`src/rtcc_pkg.sv`:
```
// Package: types, constants and calendar helper functions for the RTC calendar counter.
`default_nettype none

package rtcc_pkg;

	// Sub-second units that make up one second
	localparam int unsigned UNITS_PER_SECOND = 1000000;

	localparam int SUB_W   = 20;
	localparam int SEC_W   = 6;
	localparam int MIN_W   = 6;
	localparam int HOUR_W  = 5;
	localparam int DAY_W   = 5;
	localparam int WDAY_W  = 3;
	localparam int MONTH_W = 4;
	localparam int YEAR_W  = 16;

	localparam logic [SEC_W-1:0]   SECS_PER_MIN  = SEC_W'(60);
	localparam logic [MIN_W-1:0]   MINS_PER_HOUR = MIN_W'(60);
	localparam logic [HOUR_W-1:0]  HOURS_PER_DAY = HOUR_W'(24);
	localparam logic [WDAY_W-1:0]  WDAY_SUNDAY   = WDAY_W'(6);

	// Month codes, zero based
	localparam logic [MONTH_W-1:0] MONTH_JAN = MONTH_W'(0);
	localparam logic [MONTH_W-1:0] MONTH_FEB = MONTH_W'(1);
	localparam logic [MONTH_W-1:0] MONTH_APR = MONTH_W'(3);
	localparam logic [MONTH_W-1:0] MONTH_JUN = MONTH_W'(5);
	localparam logic [MONTH_W-1:0] MONTH_SEP = MONTH_W'(8);
	localparam logic [MONTH_W-1:0] MONTH_NOV = MONTH_W'(10);
	localparam logic [MONTH_W-1:0] MONTH_DEC = MONTH_W'(11);

	// Item function codes
	localparam logic FUNC_TICK = 1'b0;
	localparam logic FUNC_SET  = 1'b1;

	// Divisibility by 25 through the modular inverse of 25 over 16 bits
	localparam logic [YEAR_W-1:0] INV25_16   = 16'h5C29;
	localparam logic [YEAR_W-1:0] DIV25_LIMIT = YEAR_W'(65535 / 25);

	typedef struct packed {
		logic                func;
		logic [SEC_W-1:0]    set_second;
		logic [MIN_W-1:0]    set_minute;
		logic [HOUR_W-1:0]   set_hour;
		logic [DAY_W-1:0]    set_day;
		logic [WDAY_W-1:0]   set_weekday;
		logic [MONTH_W-1:0]  set_month;
		logic [YEAR_W-1:0]   set_year;
	} item_t;

	// Result beat; also the layout of the calendar state itself
	typedef struct packed {
		logic [SEC_W-1:0]    second;
		logic [MIN_W-1:0]    minute;
		logic [HOUR_W-1:0]   hour;
		logic [DAY_W-1:0]    day;
		logic [WDAY_W-1:0]   weekday;
		logic [MONTH_W-1:0]  month;
		logic [YEAR_W-1:0]   year;
		logic [SUB_W-1:0]    subsecond;
		logic                leap;
	} result_t;

	// Gregorian leap rule: multiple of 4, and not of 100 unless of 400
	function automatic logic leap_of(input logic [YEAR_W-1:0] y);
		logic [YEAR_W-1:0]   prod;
		logic                div25;
		prod  = y * INV25_16;
		div25 = (prod <= DIV25_LIMIT);
		return (y[1:0] == 2'd0) && (!div25 || (y[3:0] == 4'd0));
	endfunction

	// Days in a month; codes past December count as 31-day months
	function automatic logic [DAY_W-1:0] month_len(input logic [MONTH_W-1:0] m,
	                                             input logic leap);
		logic [DAY_W-1:0] len;
		len = DAY_W'(31);
		if (m == MONTH_FEB) begin
			len = leap ? DAY_W'(29) : DAY_W'(28);
		end else if (m == MONTH_APR || m == MONTH_JUN || m == MONTH_SEP ||
		             m == MONTH_NOV) begin
			len = DAY_W'(30);
		end
		return len;
	endfunction

endpackage

`default_nettype wire

```
`src/rtcc_step.sv`:
```
// Next-state logic: applies one tick or set item to the calendar state.
`default_nettype none

module rtcc_step (
	input  wire rtcc_pkg::result_t           cur,
	input  wire rtcc_pkg::item_t             item,
	input  wire [rtcc_pkg::SUB_W-1:0]        tick_inc,
	output rtcc_pkg::result_t                nxt
);

	localparam logic [rtcc_pkg::SUB_W:0] UPS =
		(rtcc_pkg::SUB_W + 1)'(rtcc_pkg::UNITS_PER_SECOND);

	logic [rtcc_pkg::SUB_W:0]     sum;
	logic [rtcc_pkg::SUB_W:0]     sum_less;
	logic                         sec_carry;
	logic [rtcc_pkg::SEC_W-1:0]   sec_inc;
	logic [rtcc_pkg::MIN_W-1:0]   min_inc;
	logic [rtcc_pkg::HOUR_W-1:0]  hour_inc;
	logic [rtcc_pkg::DAY_W-1:0]   day_inc;
	logic [rtcc_pkg::DAY_W-1:0]   len;
	logic [rtcc_pkg::YEAR_W-1:0]  year_inc;
	logic [rtcc_pkg::YEAR_W-1:0]  year_sel;
	logic                         leap_sel;

	// Accumulate sub-second units; take one second off at most
	assign sum       = {1'b0, cur.subsecond} + {1'b0, tick_inc};
	assign sum_less  = sum - UPS;
	assign sec_carry = (sum >= UPS);

	// Wrapping increments of each count
	assign sec_inc  = cur.second + rtcc_pkg::SEC_W'(1);
	assign min_inc  = cur.minute + rtcc_pkg::MIN_W'(1);
	assign hour_inc = cur.hour + rtcc_pkg::HOUR_W'(1);
	assign day_inc  = cur.day + rtcc_pkg::DAY_W'(1);
	assign year_inc = cur.year + rtcc_pkg::YEAR_W'(1);
	assign len      = rtcc_pkg::month_len(cur.month, cur.leap);

	// One leap evaluator serves both the loaded year and the next year
	assign year_sel = (item.func == rtcc_pkg::FUNC_SET) ? item.set_year : year_inc;
	assign leap_sel = rtcc_pkg::leap_of(year_sel);

	// Apply the item
	always_comb begin
		nxt = cur;
		if (item.func == rtcc_pkg::FUNC_SET) begin
			nxt.second  = item.set_second;
			nxt.minute  = item.set_minute;
			nxt.hour    = item.set_hour;
			nxt.day     = item.set_day;
			nxt.weekday = item.set_weekday;
			nxt.month   = item.set_month;
			nxt.year    = item.set_year;
			nxt.leap    = leap_sel;
		end else begin
			nxt.subsecond = sec_carry ? sum_less[rtcc_pkg::SUB_W-1:0]
			                          : sum[rtcc_pkg::SUB_W-1:0];
			if (sec_carry) begin
				if (sec_inc < rtcc_pkg::SECS_PER_MIN) begin
					nxt.second = sec_inc;
				end else begin
					nxt.second = sec_inc - rtcc_pkg::SECS_PER_MIN;
					if (min_inc < rtcc_pkg::MINS_PER_HOUR) begin
						nxt.minute = min_inc;
					end else begin
						nxt.minute = min_inc - rtcc_pkg::MINS_PER_HOUR;
						if (hour_inc < rtcc_pkg::HOURS_PER_DAY) begin
							nxt.hour = hour_inc;
						end else begin
							// Roll over to the next day
							nxt.hour    = hour_inc - rtcc_pkg::HOURS_PER_DAY;
							nxt.weekday = (cur.weekday >= rtcc_pkg::WDAY_SUNDAY) ?
							              rtcc_pkg::WDAY_W'(0) :
							              cur.weekday + rtcc_pkg::WDAY_W'(1);
							if (day_inc < len) begin
								nxt.day = day_inc;
							end else begin
								nxt.day = day_inc - len;
								if (cur.month == rtcc_pkg::MONTH_DEC) begin
									nxt.month = rtcc_pkg::MONTH_JAN;
									nxt.year  = year_inc;
									nxt.leap  = leap_sel;
								end else begin
									nxt.month = cur.month + rtcc_pkg::MONTH_W'(1);
								end
							end
						end
					end
				end
			end
		end
	end

endmodule

`default_nettype wire

```
`src/rtc_calendar_counter.sv`:
```
// Top level: real-time clock calendar counter with valid/stall channels.
// A beat is captured in the stage-1 register, then moves into the result
// register, which presents it until it is taken.
// Throughput: one item per cycle while the result channel does not stall; the
// combinational next-state update of the calendar registers sets that rate.
// Reset (arst_n low, asynchronous) clears the calendar, the accumulator,
// the tick increment and both stage valids.
`default_nettype none

module rtc_calendar_counter (
	input  wire                         clk,
	input  wire                         arst_n,
	input  wire                         cfg_we,
	input  wire [rtcc_pkg::SUB_W-1:0]   cfg_wdata,
	input  wire                         item_valid,
	output logic                        item_stall,
	input  wire rtcc_pkg::item_t        item,
	output logic                        result_valid,
	input  wire                         result_stall,
	output rtcc_pkg::result_t           result
);

	logic [rtcc_pkg::SUB_W-1:0] tick_inc_q;
	rtcc_pkg::result_t          cal_q;
	rtcc_pkg::result_t          cal_next;
	rtcc_pkg::item_t            item_s1;
	logic                       valid_s1;
	rtcc_pkg::result_t          result_s2;
	logic                       valid_s2;
	logic                       advance;
	logic                       item_take;

	// Move the stage-1 beat into the result register when it has room
	assign advance    = valid_s1 && (!valid_s2 || !result_stall);
	assign item_stall = valid_s1 && !advance;
	assign item_take  = item_valid && !item_stall;

	// Hold the tick increment
	always_ff @(posedge clk or negedge arst_n) begin
		if (!arst_n) begin
			tick_inc_q <= '0;
		end else if (cfg_we) begin
			tick_inc_q <= cfg_wdata;
		end
	end

	// Capture the input beat
	always_ff @(posedge clk or negedge arst_n) begin
		if (!arst_n) begin
			valid_s1 <= 1'b0;
		end else begin
			valid_s1 <= item_take || (valid_s1 && !advance);
		end
	end

	always_ff @(posedge clk) begin
		if (item_take) begin
			item_s1 <= item;
		end
	end

	rtcc_step u_step (
		.cur      (cal_q),
		.item     (item_s1),
		.tick_inc (tick_inc_q),
		.nxt      (cal_next)
	);

	// Advance the calendar state
	always_ff @(posedge clk or negedge arst_n) begin
		if (!arst_n) begin
			cal_q <= '0;
		end else if (advance) begin
			cal_q <= cal_next;
		end
	end

	// Hold the result until taken
	always_ff @(posedge clk or negedge arst_n) begin
		if (!arst_n) begin
			valid_s2 <= 1'b0;
		end else if (advance) begin
			valid_s2 <= 1'b1;
		end else if (!result_stall) begin
			valid_s2 <= 1'b0;
		end
	end

	always_ff @(posedge clk) begin
		if (advance) begin
			result_s2 <= cal_next;
		end
	end

	assign result_valid = valid_s2;
	assign result       = result_s2;

	// Input stalls only while a beat waits in stage 1
	a_stall_needs_s1: assert property (@(posedge clk) disable iff (!arst_n)
		item_stall |-> valid_s1)
		else $error("input stalled with stage 1 empty");

	// A processed beat always shows up as a result
	a_advance_gives_result: assert property (@(posedge clk) disable iff (!arst_n)
		advance |=> result_valid)
		else $error("processed beat not presented");

	// The calendar changes only when a beat is processed
	a_state_holds: assert property (@(posedge clk) disable iff (!arst_n)
		!advance |=> $stable(cal_q))
		else $error("calendar changed without a beat");

	// A result under stall is not overwritten by a new beat
	a_no_overwrite: assert property (@(posedge clk) disable iff (!arst_n)
		(result_valid && result_stall) |-> !advance)
		else $error("stalled result overwritten");

endmodule

`default_nettype wire

```
`config.mk`:
```
export PLATFORM = sky130hd
export DESIGN_NAME = rtc_calendar_counter
export DESIGN_NICKNAME = d
export VERILOG_FILES = /design/src/rtcc_pkg.sv /design/src/rtcc_step.sv /design/src/rtc_calendar_counter.sv
export SDC_FILE = /design/constraint.sdc
export NUM_CORES = 1
export LEC_CHECK = 0
export BUFFER_PORTS_ARGS = -buffer_cell sky130_fd_sc_hd__buf_2
export CAP_MARGIN = 5
export CELL_PAD_IN_SITES_DETAIL_PLACEMENT = 1
export CELL_PAD_IN_SITES_GLOBAL_PLACEMENT = 2
export CORE_MARGIN = 2
export CORE_UTILIZATION = 42
export DETAILED_ROUTE_END_ITERATION = 12
export PLACE_DENSITY_LB_ADDON = 0.1
export SYNTH_ARGS = -nofsm -noshare
export SYNTH_HDL_FRONTEND = slang
export SYNTH_SLANG_ARGS = --single-unit
```
`constraint.sdc`:
```
create_clock -name clk -period 9.4 [get_ports clk]
set_clock_uncertainty 0.2 [all_clocks]
set_input_delay 1.88 -clock clk [delete_from_list [all_inputs] [get_ports clk]]
set_output_delay 1.88 -clock clk [all_outputs]
set_load 0.005 [all_outputs]
```
---- Word level (Yosys, flattened, before mapping) ----
Cells that the tools add are included.
word-level totals
  register bits ........................... 200
  input port bits ......................... 71
  output and inout port bits .............. 68
  word-level logic and storage cells ...... 102
cells by class
  $add $sub $neg .......................... 13
  multiply operators ...................... 1
  order comparisons ....................... 7
  eq/ne operators ......................... 7
  mux-type cells .......................... 28
  reductions and logical operators ........ 17
operator list
  kind                      count
  $mux W45                  2
  $mux W20                  3
  $mux W39                  1
  $mux W33                  1
  $mux W16                  2
  $mux W28                  1
  $add A20 B20 Y21          1
  $ge A21 B20 Y1 const B    1
  $sub A20 B20 Y20 const B  1
  $add A16 B1 Y16 const B   1
  $le A16 B12 Y1 const B    1
  $mul A16 B15 Y16 const B  1
  $mux W5                   3
  $add A6 B1 Y6 const B     2
  $eq A4 B4 Y1 const B      3
  $lt A6 B6 Y1 const B      2
  $mux W6                   2
  $sub A6 B6 Y6 const B     2
  $mux W1                   11
  $add A5 B1 Y5 const B     2
  $logic_or A1 B1 Y1        6
  $logic_not A1 Y1          5
  $lt A5 B5 Y1              1
  $lt A5 B5 Y1 const B      1
  14 further kinds          17

---- Depth between registers and ports, before layout ----
Gate-level depths: netlist of run 1.
  depth after elaboration ................. 14
  mapped depth ............................ 28
  mapped depth without buffers ............ 26

---- Cells and area by module ----
A second synthesis of run 1 with hierarchy kept.
second synthesis, totals
  cells, all modules ...................... 1076
  area total of the unflattened synthesis .. 12679.7 µm²
modules (own cells, without submodules)
  module                instances  cells each  area each (µm²)  seq. area each (µm²)
  rtc_calendar_counter  1          301         6794.0           5565.3
  rtcc_step             1          775         5885.6           0.0

---- Least setup slack after synthesis of run 1 ----
No wires, ideal clock.
  path kind ............................... register -> register
  start ................................... register cal_q[23] (netlist bit)
  end ..................................... register result_s2, in the netlist result[0] (data pin)
  setup time .............................. 0.260 ns
  data arrival time ....................... 5.877 ns
  required time ........................... 8.940 ns
  slack ................................... 3.064 ns
  cell stages (with the launch flop) ...... 27
  path buffers ............................ 1
  clock period less this slack ............ 6.336 ns
  cell sequence ........................... dfrtp_1 > nand3_1 > or4_1 > clkbuf_1 > nor2_1 > xor2_1 > nor2_1 > or2_2 > inv_1 > ha_1 > inv_1 > fa_1 > inv_1 > ha_1 > fa_1 > fa_1 > ha_1 > xnor2_1 > xnor2_1 > xnor2_1 > xnor2_1 > xnor2_1 > xnor2_1 > xnor2_1 > xor2_1 > a41oi_1 > mux2_2
RTL lines
  what                    RTL line                    RTL
  start, declared         rtc_calendar_counter.sv:24  rtcc_pkg::result_t cal_q;
  start signal, assigned  rtc_calendar_counter.sv:74  cal_q <= cal_next;
  end signal, assigned    rtc_calendar_counter.sv:91  result_s2 <= cal_next;
  end, declared           rtc_calendar_counter.sv:28  rtcc_pkg::result_t result_s2;

==> results.cfg, run 1 <==
[global_route]
first_global_vias = 10975
grt_max_degree = 89
grt_overflow_total = 0
grt_util_all_layers_pct = 24.0
antenna_found_initial = 0
grt_pass1_wl_um = 62400

[sta]
finalHoldViolations = 0
final_min_period_over_clock_period_pct = 72.8
finalWorstPathRequiredPeriod_ns = 6.84
fmax_mhz = 146
grt_setup_unrepaired = false
setup_viol_count_final = 0
max_slew.worst_pin.slew_ns = 1.14
tns_ns = 0
maxSlewViolCount = 0
max_slew_margin_pct = 24.0

[floorplan]
core.rowCount = 65
initial_utilization_pct = 42.5
die_width_um = 182
ios = 139
design.core.area_um2 = 31400
floorplan.die.height_um = 182
die_area_um2 = 33200

[yosys]
synth.mux.area_fraction_pct = 5.18
synthesized_area_fraction_occupied_by_ao_oa_aoi_and_oai_cells_pct = 17.8
synth.lib_cells_used.distinct = 101
avgSynthCellArea_um2 = 10.3
dominant_combinational_cell_family_by_area_after_synthesis = compound AO/OA/AOI/OAI gates
synth_async_sr_flop_share_pct = 44.0
synth-simple-area-share_pct = 14.0
synthesis.yosys.warnings = 0
yosys.cell_count.top_type = sky130_fd_sc_hd__edfxtp_1
synth_xor_area_share_pct = 4.53
synth_seq_area_share_pct = 41.8
post_synth_inst_count = 1288
yosys.area.top_type_share_pct = 25.2
synth_adder_area_share_pct = 12.2
yosys-top-cells-count = sky130_fd_sc_hd__edfxtp_1 (112), sky130_fd_sc_hd__nand2_1 (100), sky130_fd_sc_hd__ha_1 (98)
mappedNetlistArea_um2 = 13300
yosys-top-cells-area = sky130_fd_sc_hd__edfxtp_1 (25%), sky130_fd_sc_hd__dfrtp_1 (17%), sky130_fd_sc_hd__ha_1 (9.2%), sky130_fd_sc_hd__mux2_2 (4.0%), sky130_fd_sc_hd__fa_1 (3.0%)
synth_seq_cells = 200
synth-edff-count = 112
synth_top_cell_by_area = sky130_fd_sc_hd__edfxtp_1
syn_nets = 1477
postSynth.topFlopCell = sky130_fd_sc_hd__edfxtp_1

[final_layout]
nNetsFinal = 1580
drive_gt1_share_pct = 20.1
layout-area-overhead-vs-synth_pct = 12.2
fillers = 3490
num_antenna_cells = 0

[power_and_ir_drop]
power_leakage_nw = 6.22
p_per_area_nw_per_um2 = 340
comb_power_share_pct = 59.1
p_sw_mw = 2.25
internal_power_mw = 2.83
sequentialPowerShare_pct = 25.9
p_clk_share_pct = 15.0
p_total_mw = 5.09
p_sw_share_pct = 44.3
worst_ir_drop_vdd_mv = 0.256

[route]
drt-pass1-iter-count = 5
drt-initial-drc-count = 626
route.detailed.drc = 0
dr_total_vias = 10461
wl_per_cell_um = 21.3
route.antenna.remaining_nets = 0
post_drt_via_cell_ratio = 5.79
finalWirelength_um = 38400

[setup_path]
critical_path.startpoint_type = register
critical-path-top-cell-by-count = sky130_fd_sc_hd__xnor2_1
worst_ep_required_time_ns = 9.41
worstPathBufferInverterCount = 3
critical-path-slowest-cell = sky130_fd_sc_hd__or4_1
critical-path-max-stage-delay_ns = 0.73
worstSetupPathType = register to register
critical_path.top_delay_family = adder cells
critical_path.endpoint_type = register
worst-endpoint-arrival_ns = 6.85
worst-path-max-fanout = 8

[cts]
cts.hold.buffers_added = 0
tritoncts = done
cts-htree-levels = 4
post-cts-setup-buffers = 0
insertion_delay_ns = 0.46
ctsLongestPathBuffers = 2
numClockSinks = 200
tritoncts.num_buffers = 17
clk_pin_slew_ns = 0.09
post_cts_resized = 0
clockRootBuffer = sky130_fd_sc_hd__clkbuf_16

[run]
timing.max_cap.violations = 0

[min_path]
hold_path.class = register to register

[placement]
hpwlAfterDp_um = 27400
portBuffers = 138
place_congestion = 0.827

[outcome]
status = finished, final reports clean
==> cells in the final DEF, fill, tap and decap left out, drive strengths merged, types with 20 or more instances in the layout <==
cell | netlist | final
buf | 20 | 152
edfxtp | 112 | 112
nand2 | 102 | 102
ha | 98 | 98
inv | 83 | 91
dfrtp | 88 | 88
o21ai | 73 | 73
nor2 | 60 | 60
a21oi | 60 | 60
nand3 | 53 | 53
mux2 | 48 | 48
xnor2 | 44 | 44
nor3 | 34 | 34
xor2 | 22 | 22
and3 | 22 | 22
clkbuf | 48 | 21
fa | 20 | 20
==> path summary, 6_finish.rpt <==
path | start | endpoint | slack, ns | cells past startpoint
worst max register to register | cal_q[23] | result[0] | 2.56 | 25
worst min register to register | item_s1[16] | cal_q[37] | 0.31 | 2
worst min-delay path | item_s1[16] | cal_q[37] | 0.31 | 2
max in group asynchronous | arst_n | cal_q[28] | 6.54 | 2
worst max-delay path | cal_q[23] | result[0] | 2.56 | 25
min in group asynchronous | arst_n | cal_q[2] | 1.17 | 1
==> final cells by class <==
type	instances	area (µm²)	area share, %
multi-input cells	936	7170	48.0
flip-flops and latches	200	5570	37.2
repair buffers	152	798	5.34
clock buffers	21	503	3.36
well taps	402	503	3.36
inverters	84	318	2.13
clock inverters	11	95.1	0.636
==> routing by layer <==
layer  up-vias  wire length, µm  GRT usage (%)
li1       4974                -              -
met4         0              455           4.87
met3        26             1230           3.43
met1      5269            18900           34.5
met5         -                0              0
met2       192            17900           38.6
==> metrics by stage <==
step | util (%) | std cells | hold WS (ns) | instance area [µm²] | setup slack (ns)
6_report | 47.6 | 1806 | 0.310 | 15000 | 2.56
5_1_grt | 47.6 | 1806 | 0.338 | 15000 | 2.05
4_1_cts | 47.6 | 1806 | 0.319 | 15000 | 2.53
3_5_place_dp | 45.7 | 1774 | 0.306 | 14400 | 2.55
3_3_place_gp | 45.7 | 1774 | 0.285 | 14400 | 2.71
2_1_floorplan | - | 1288 | 0.257 | 13300 | 3.06
==> flip-flops by register name, summed over array words and instances (netlist names) <==
register and flops:
result 66, valid_s1 1, cal_q 66, result_valid 1, item_s1 46, tick_inc_q 20
==> power by group through the flow <==
stage	Combinational (mW)	Sequential (mW)	Clock (mW)
2_1_floorplan	2.27	1.28	0
3_3_place_gp	2.91	1.32	0
3_5_place_dp	3.00	1.33	0
4_1_cts	3.04	1.32	0.778
5_1_grt	3.41	1.35	0.813
6_report	3.01	1.32	0.763
==> worst min-delay path: stages (launching register included) <==
cell and delay (ns):
sky130_fd_sc_hd__edfxtp_1 0.35, sky130_fd_sc_hd__a22oi_1 0.07, sky130_fd_sc_hd__o21ai_0 0.07
==> cells by family (layout without fill, tap and decap cells) <==
family          count (synthesis)  after routing
mux                            63             63
xor+xnor                       66             66
buf+inv                       152            268
compound gates                327            327
simple gates                  362            362
flops                         200            200
fa+ha+maj                     118            118
Power figures use the tool's default switching activity.
==> inputs of run 2 (changes only) <==
--- a/config.mk
+++ b/config.mk
@@ -10,7 +10,7 @@
 export CELL_PAD_IN_SITES_DETAIL_PLACEMENT = 1
 export CELL_PAD_IN_SITES_GLOBAL_PLACEMENT = 2
 export CORE_MARGIN = 2
-export CORE_UTILIZATION = 42
+export CORE_UTILIZATION = 39
 export DETAILED_ROUTE_END_ITERATION = 12
 export PLACE_DENSITY_LB_ADDON = 0.1
 export SYNTH_ARGS = -nofsm -noshare
==> constraint.sdc (replaced) <==
create_clock -name clk -period 7.16 [get_ports clk]
set_clock_uncertainty 0.2 [all_clocks]
set_input_delay 1.432 -clock clk [delete_from_list [all_inputs] [get_ports clk]]
set_output_delay 1.432 -clock clk [all_outputs]
set_load 0.005 [all_outputs]
==> results.cfg, run 2 (synthesized netlist as in run 1, its figures left out) <==
[route]
wl_per_cell_um = 20.6
route.detailed.drc = 0
post_drt_via_cell_ratio = 5.60
drt-pass1-iter-count = 4
drt-initial-drc-count = 528
finalWirelength_um = 38200
dr_total_vias = 10384
route.antenna.remaining_nets = 0

[floorplan]
core.rowCount = 67
die_area_um2 = 35700
initial_utilization_pct = 39.7
die_width_um = 189
design.core.area_um2 = 33600
floorplan.die.height_um = 189
ios = 139

[cts]
numClockSinks = 200
clk_pin_slew_ns = 0.08
cts-htree-levels = 4
tritoncts.num_buffers = 17
ctsLongestPathBuffers = 2
tritoncts = done
post-cts-setup-buffers = 0
cts.hold.buffers_added = 0
clockRootBuffer = sky130_fd_sc_hd__clkbuf_16
insertion_delay_ns = 0.46
post_cts_resized = 0

[global_route]
first_global_vias = 10703
use_met1_pct = 32.5
groute.layer.met3.usage_pct = 2.87
grt_pass1_wl_um = 61100
grt_max_degree = 87
grt_overflow_total = 0
grt_busiest_layer = met2
antenna_found_initial = 0
globalRouteMet2Util_pct = 34.2
grt_util_all_layers_pct = 22.0

[setup_path]
worst-path-max-fanout = 8
worst_ep_required_time_ns = 7.18
critical_path.startpoint_type = register
critical_path.endpoint_type = register
worstSetupPathType = register to register
worst-endpoint-arrival_ns = 6.69
worstRegToRegCells = 25

[sta]
final_min_period_over_clock_period_pct = 93.1
max_slew.worst_pin.slew_ns = 1.02
tns_ns = 0
grt_setup_unrepaired = false
setup_viol_count_final = 0
finalHoldViolations = 0
maxSlewViolCount = 0
finalWorstPathRequiredPeriod_ns = 6.67
fmax_mhz = 150
max_slew_margin_pct = 31.7
final.hold.worst_slack_ns = 0.313

[final_layout]
num_antenna_cells = 0
drive_gt1_share_pct = 20.3
layout.cells.most_common = sky130_fd_sc_hd__buf_2
fillers = 3741
layout-area-overhead-vs-synth_pct = 12.9
mostFrequentLayoutCells = sky130_fd_sc_hd__buf_2 (137), sky130_fd_sc_hd__edfxtp_1 (112), sky130_fd_sc_hd__nand2_1 (99)
finalInstanceArea_um2 = 15000
nNetsFinal = 1583

[placement]
place_congestion = 0.798
portBuffers = 138
postPlaceCellArea_um2 = 14500
hpwlAfterDp_um = 27300

[power_and_ir_drop]
worst_ir_drop_vdd_mv = 0.324
p_sw_mw = 2.96
p_total_mw = 6.67
p_clk_share_pct = 15.2
p_sw_share_pct = 44.4
comb_power_share_pct = 58.9
sequentialPowerShare_pct = 25.8
power_leakage_nw = 6.23
internal_power_mw = 3.71
p_per_area_nw_per_um2 = 443

[min_path]
hold_path.class = register to register
hold_path_cell_cnt = 2

[run]
timing.max_cap.violations = 0

[outcome]
status = finished, final reports clean
## run 2: metal layers
metal  share of wire [%]  vias up
met5                   0        -
met4                0.98        0
met3                 3.1       25
met2                  45      191
met1                  51     5182
li1                    -     4986
## run 2: final cells by class
type,count,area (µm²),share of cell area [%]
inverters,84,318,2.11
flip-flops and latches,200,5570,37.0
clock inverters,14,153,1.01
clock buffers,18,439,2.92
well taps,448,561,3.73
multi-input cells,936,7170,47.7
repair buffers,155,833,5.54
## run 2: critical path, stage by stage, from the launching register on
cell and delay (ns):
sky130_fd_sc_hd__dfrtp_1 0.47, sky130_fd_sc_hd__nand3_1 0.24, sky130_fd_sc_hd__or4_1 0.75, sky130_fd_sc_hd__nor2_1 0.23, sky130_fd_sc_hd__xor2_1 0.16, sky130_fd_sc_hd__nor2_1 0.05, sky130_fd_sc_hd__or2_2 0.31, sky130_fd_sc_hd__inv_1 0.07
sky130_fd_sc_hd__ha_1 0.12, sky130_fd_sc_hd__inv_1 0.05, sky130_fd_sc_hd__fa_1 0.53, sky130_fd_sc_hd__inv_1 0.04, sky130_fd_sc_hd__ha_1 0.30, sky130_fd_sc_hd__fa_1 0.48, sky130_fd_sc_hd__fa_1 0.49, sky130_fd_sc_hd__ha_1 0.22
sky130_fd_sc_hd__xnor2_1 0.20, sky130_fd_sc_hd__xnor2_1 0.16, sky130_fd_sc_hd__xnor2_1 0.15, sky130_fd_sc_hd__xnor2_1 0.15, sky130_fd_sc_hd__xnor2_1 0.15, sky130_fd_sc_hd__xnor2_1 0.15, sky130_fd_sc_hd__xnor2_1 0.15, sky130_fd_sc_hd__xor2_1 0.16
sky130_fd_sc_hd__a41oi_1 0.15, sky130_fd_sc_hd__mux2_2 0.29
## run 2: power groups by stage
| stage | Sequential, mW | Combinational [mW] | Clock [mW] |
|---|---|---|---|
| floorplan | 1.68 | 2.98 | 0 |
| global placement | 1.74 | 3.84 | 0 |
| detailed placement | 1.75 | 3.92 | 0 |
| CTS | 1.72 | 3.97 | 1.04 |
| global route | 1.76 | 4.42 | 1.08 |
| finish | 1.72 | 3.93 | 1.02 |
## run 2: through the flow
stage	setup WS (ns)	utilization (%)	std cells
final	0.494	44.8	1855
after global routing	0.0523	44.8	1855
after CTS	0.477	44.8	1855
after detailed placement	0.498	43.0	1823
after global placement	0.633	43.0	1823
after floorplan	0.824	-	1288
## run 2: worst paths after layout
path                                  to      start  slack [ns]
max in group asynchronous      cal_q[25]     arst_n        4.78
min reg2reg                     cal_q[4]   cal_q[4]        0.31
max                            result[0]  cal_q[23]        0.49
max reg2reg                    result[0]  cal_q[23]        0.49
min in group asynchronous  tick_inc_q[1]     arst_n        0.74
min                             cal_q[4]   cal_q[4]        0.31
==> inputs of run 3 (changes only) <==
--- a/config.mk
+++ b/config.mk
@@ -10,7 +10,8 @@
 export CELL_PAD_IN_SITES_DETAIL_PLACEMENT = 1
 export CELL_PAD_IN_SITES_GLOBAL_PLACEMENT = 2
 export CORE_MARGIN = 2
-export CORE_UTILIZATION = 39
+export CORE_UTILIZATION = 43
+export CTS_BUF_LIST = sky130_fd_sc_hd__clkbuf_4 sky130_fd_sc_hd__clkbuf_8
 export DETAILED_ROUTE_END_ITERATION = 12
 export PLACE_DENSITY_LB_ADDON = 0.1
 export SYNTH_ARGS = -nofsm -noshare
==> constraint.sdc (replaced) <==
create_clock -name clk -period 8.4 [get_ports clk]
set_clock_uncertainty 0.2 [all_clocks]
set_input_delay 1.68 -clock clk [delete_from_list [all_inputs] [get_ports clk]]
set_output_delay 1.68 -clock clk [all_outputs]
set_load 0.005 [all_outputs]
==> results.cfg, run 3 (synthesized netlist as in run 1, its figures left out) <==
[final_layout]
drive_gt1_share_pct = 20.0
num_antenna_cells = 0
nNetsFinal = 1579
layout.cells.most_common = sky130_fd_sc_hd__buf_2
layout-area-overhead-vs-synth_pct = 10.9
finish.cell_count_without_fillers = 1799
mostFrequentLayoutCells = sky130_fd_sc_hd__buf_2 (137), sky130_fd_sc_hd__edfxtp_1 (112), sky130_fd_sc_hd__nand2_1 (99)

[cts]
clockRootBuffer = sky130_fd_sc_hd__clkbuf_8
tritoncts.num_buffers = 17
ctsLongestPathBuffers = 2
cts-htree-levels = 4
clk_pin_slew_ns = 0.12
cts.hold.buffers_added = 0
insertion_delay_ns = 0.52
tritoncts = done
post_cts_resized = 0
post-cts-setup-buffers = 0
numClockSinks = 200

[route]
wl_per_cell_um = 20.7
dr_total_vias = 10440
post_drt_via_cell_ratio = 5.80
route.antenna.remaining_nets = 0
drt-pass1-iter-count = 5
drt-initial-drc-count = 648
route.detailed.drc = 0
finalWirelength_um = 37200

[floorplan]
core.rowCount = 64
floorplan.die.height_um = 180
ios = 139
initial_utilization_pct = 43.6
die_width_um = 180
die_area_um2 = 32400
design.core.area_um2 = 30600

[setup_path]
regToRegSetupSlack_ns = 1.51
critical_path.endpoint_type = register
reg2reg_from = cal_q[23]
worst-path-max-fanout = 8
worst_ep_required_time_ns = 8.46
worst-endpoint-arrival_ns = 6.96
worstRegToRegCells = 25
worstSetupPathType = register to register
rr_endpoint = result[0]
critical_path.startpoint_type = register

[power_and_ir_drop]
p_per_area_nw_per_um2 = 372
worst_ir_drop_vdd_mv = 0.220
power_leakage_nw = 6.13

[min_path]
hp-start = item_s1[16]
hold_path_cell_cnt = 2
hold_path.class = register to register
min_to = cal_q[37]

[sta]
max_slew.worst_pin.slew_ns = 1.06
fmax_mhz = 145
final.hold.worst_slack_ns = 0.328
tns_ns = 0
finalWorstPathRequiredPeriod_ns = 6.89
maxSlewViolCount = 0
final_min_period_over_clock_period_pct = 82.0
grt_setup_unrepaired = false
setup_viol_count_final = 0
finalHoldViolations = 0
max_slew_margin_pct = 29.5

[placement]
portBuffers = 138
placed_cells = 1767
place_congestion = 0.844
hpwlAfterDp_um = 26900

[global_route]
first_global_vias = 10841
grt_max_degree = 78
grt_util_all_layers_pct = 23.5
antenna_found_initial = 0
grt_overflow_total = 0
grt_pass1_wl_um = 60700

[outcome]
status = finished, final reports clean

[run]
timing.max_cap.violations = 0
-- run 3: cell types whose count changed in the layout (fill, tap and decap cells not counted) --
cell                         delta
sky130_fd_sc_hd__clkbuf_16     -17
sky130_fd_sc_hd__bufinv_16      -1
sky130_fd_sc_hd__clkinvlp_4     -2
sky130_fd_sc_hd__inv_12         +4
sky130_fd_sc_hd__buf_4          -3
sky130_fd_sc_hd__clkinv_8       +4
sky130_fd_sc_hd__inv_6          -3
sky130_fd_sc_hd__clkinv_4       -1
sky130_fd_sc_hd__clkbuf_8      +16
sky130_fd_sc_hd__nor2_2         -1
sky130_fd_sc_hd__nor2_1         +1
sky130_fd_sc_hd__buf_12         -1
-- run 3: cell type report --
class                           count  area (µm²)
Timing Repair Buffer              151         791
Clock buffer                       17         234
Sequential cell                   200        5570
Tap cell                          396         495
Inverter                           84         318
Clock inverter                     15         203
Fill cell                        3448       15800
Multi-Input combinational cell    936        7170
-- run 3: report_power, final --
group	internal (mW)	total, mW	switching [mW]
registers	1.30	1.47	0.174
clock network	0.240	0.682	0.441
logic	1.43	3.35	1.92
-- run 3: worst max-delay path by stage --
stage	from	to	slack (ns)	depth (start not counted)
floorplan	cal_q[23]	result[0]	2.06	26
global placement	cal_q[23]	result[0]	1.75	25
detailed placement	cal_q[23]	result[0]	1.61	25
CTS	cal_q[23]	result[0]	1.49	25
global route	cal_q[23]	result[0]	1.03	25
finish	cal_q[23]	result[0]	1.51	25
-- run 3: metrics by stage --
stage | utilization, % | total power, mW | cell area [µm²] | setup slack (ns)
4_1_cts | 48.3 | 5.56 | 14800 | 1.49
5_1_grt | 48.3 | 6.04 | 14800 | 1.03
3_5_place_dp | 46.9 | 4.81 | 14300 | 1.61
3_3_place_gp | 46.9 | 4.72 | 14300 | 1.75
2_1_floorplan | - | 3.98 | 13300 | 2.06
6_report | 48.3 | 5.50 | 14800 | 1.51
-- run 3: metal layers --
layer	wire length, µm	vias to the layer above	GRT usage (%)	share of wire [%]
li1	-	4984	-	-
met1	17800	5218	33.4	48
met4	337	0	4.81	0.91
met3	1530	16	3.64	4.1
met2	17500	222	38.2	47
met5	0	-	0	0
-- run 3: critical path, stage by stage, from the launching register on --
cell and delay, ns:
sky130_fd_sc_hd__dfrtp_1 0.47, sky130_fd_sc_hd__nand3_1 0.23, sky130_fd_sc_hd__or4_1 0.72, sky130_fd_sc_hd__nor2_1 0.38, sky130_fd_sc_hd__xor2_1 0.18, sky130_fd_sc_hd__nor2_1 0.04, sky130_fd_sc_hd__or2_2 0.31, sky130_fd_sc_hd__inv_1 0.07
sky130_fd_sc_hd__ha_1 0.12, sky130_fd_sc_hd__inv_1 0.05, sky130_fd_sc_hd__fa_1 0.54, sky130_fd_sc_hd__inv_1 0.05, sky130_fd_sc_hd__ha_1 0.30, sky130_fd_sc_hd__fa_1 0.47, sky130_fd_sc_hd__fa_1 0.50, sky130_fd_sc_hd__ha_1 0.22
sky130_fd_sc_hd__xnor2_1 0.21, sky130_fd_sc_hd__xnor2_1 0.17, sky130_fd_sc_hd__xnor2_1 0.17, sky130_fd_sc_hd__xnor2_1 0.17, sky130_fd_sc_hd__xnor2_1 0.11, sky130_fd_sc_hd__xnor2_1 0.17, sky130_fd_sc_hd__xnor2_1 0.21, sky130_fd_sc_hd__xor2_1 0.16
sky130_fd_sc_hd__a41oi_1 0.14, sky130_fd_sc_hd__mux2_2 0.28
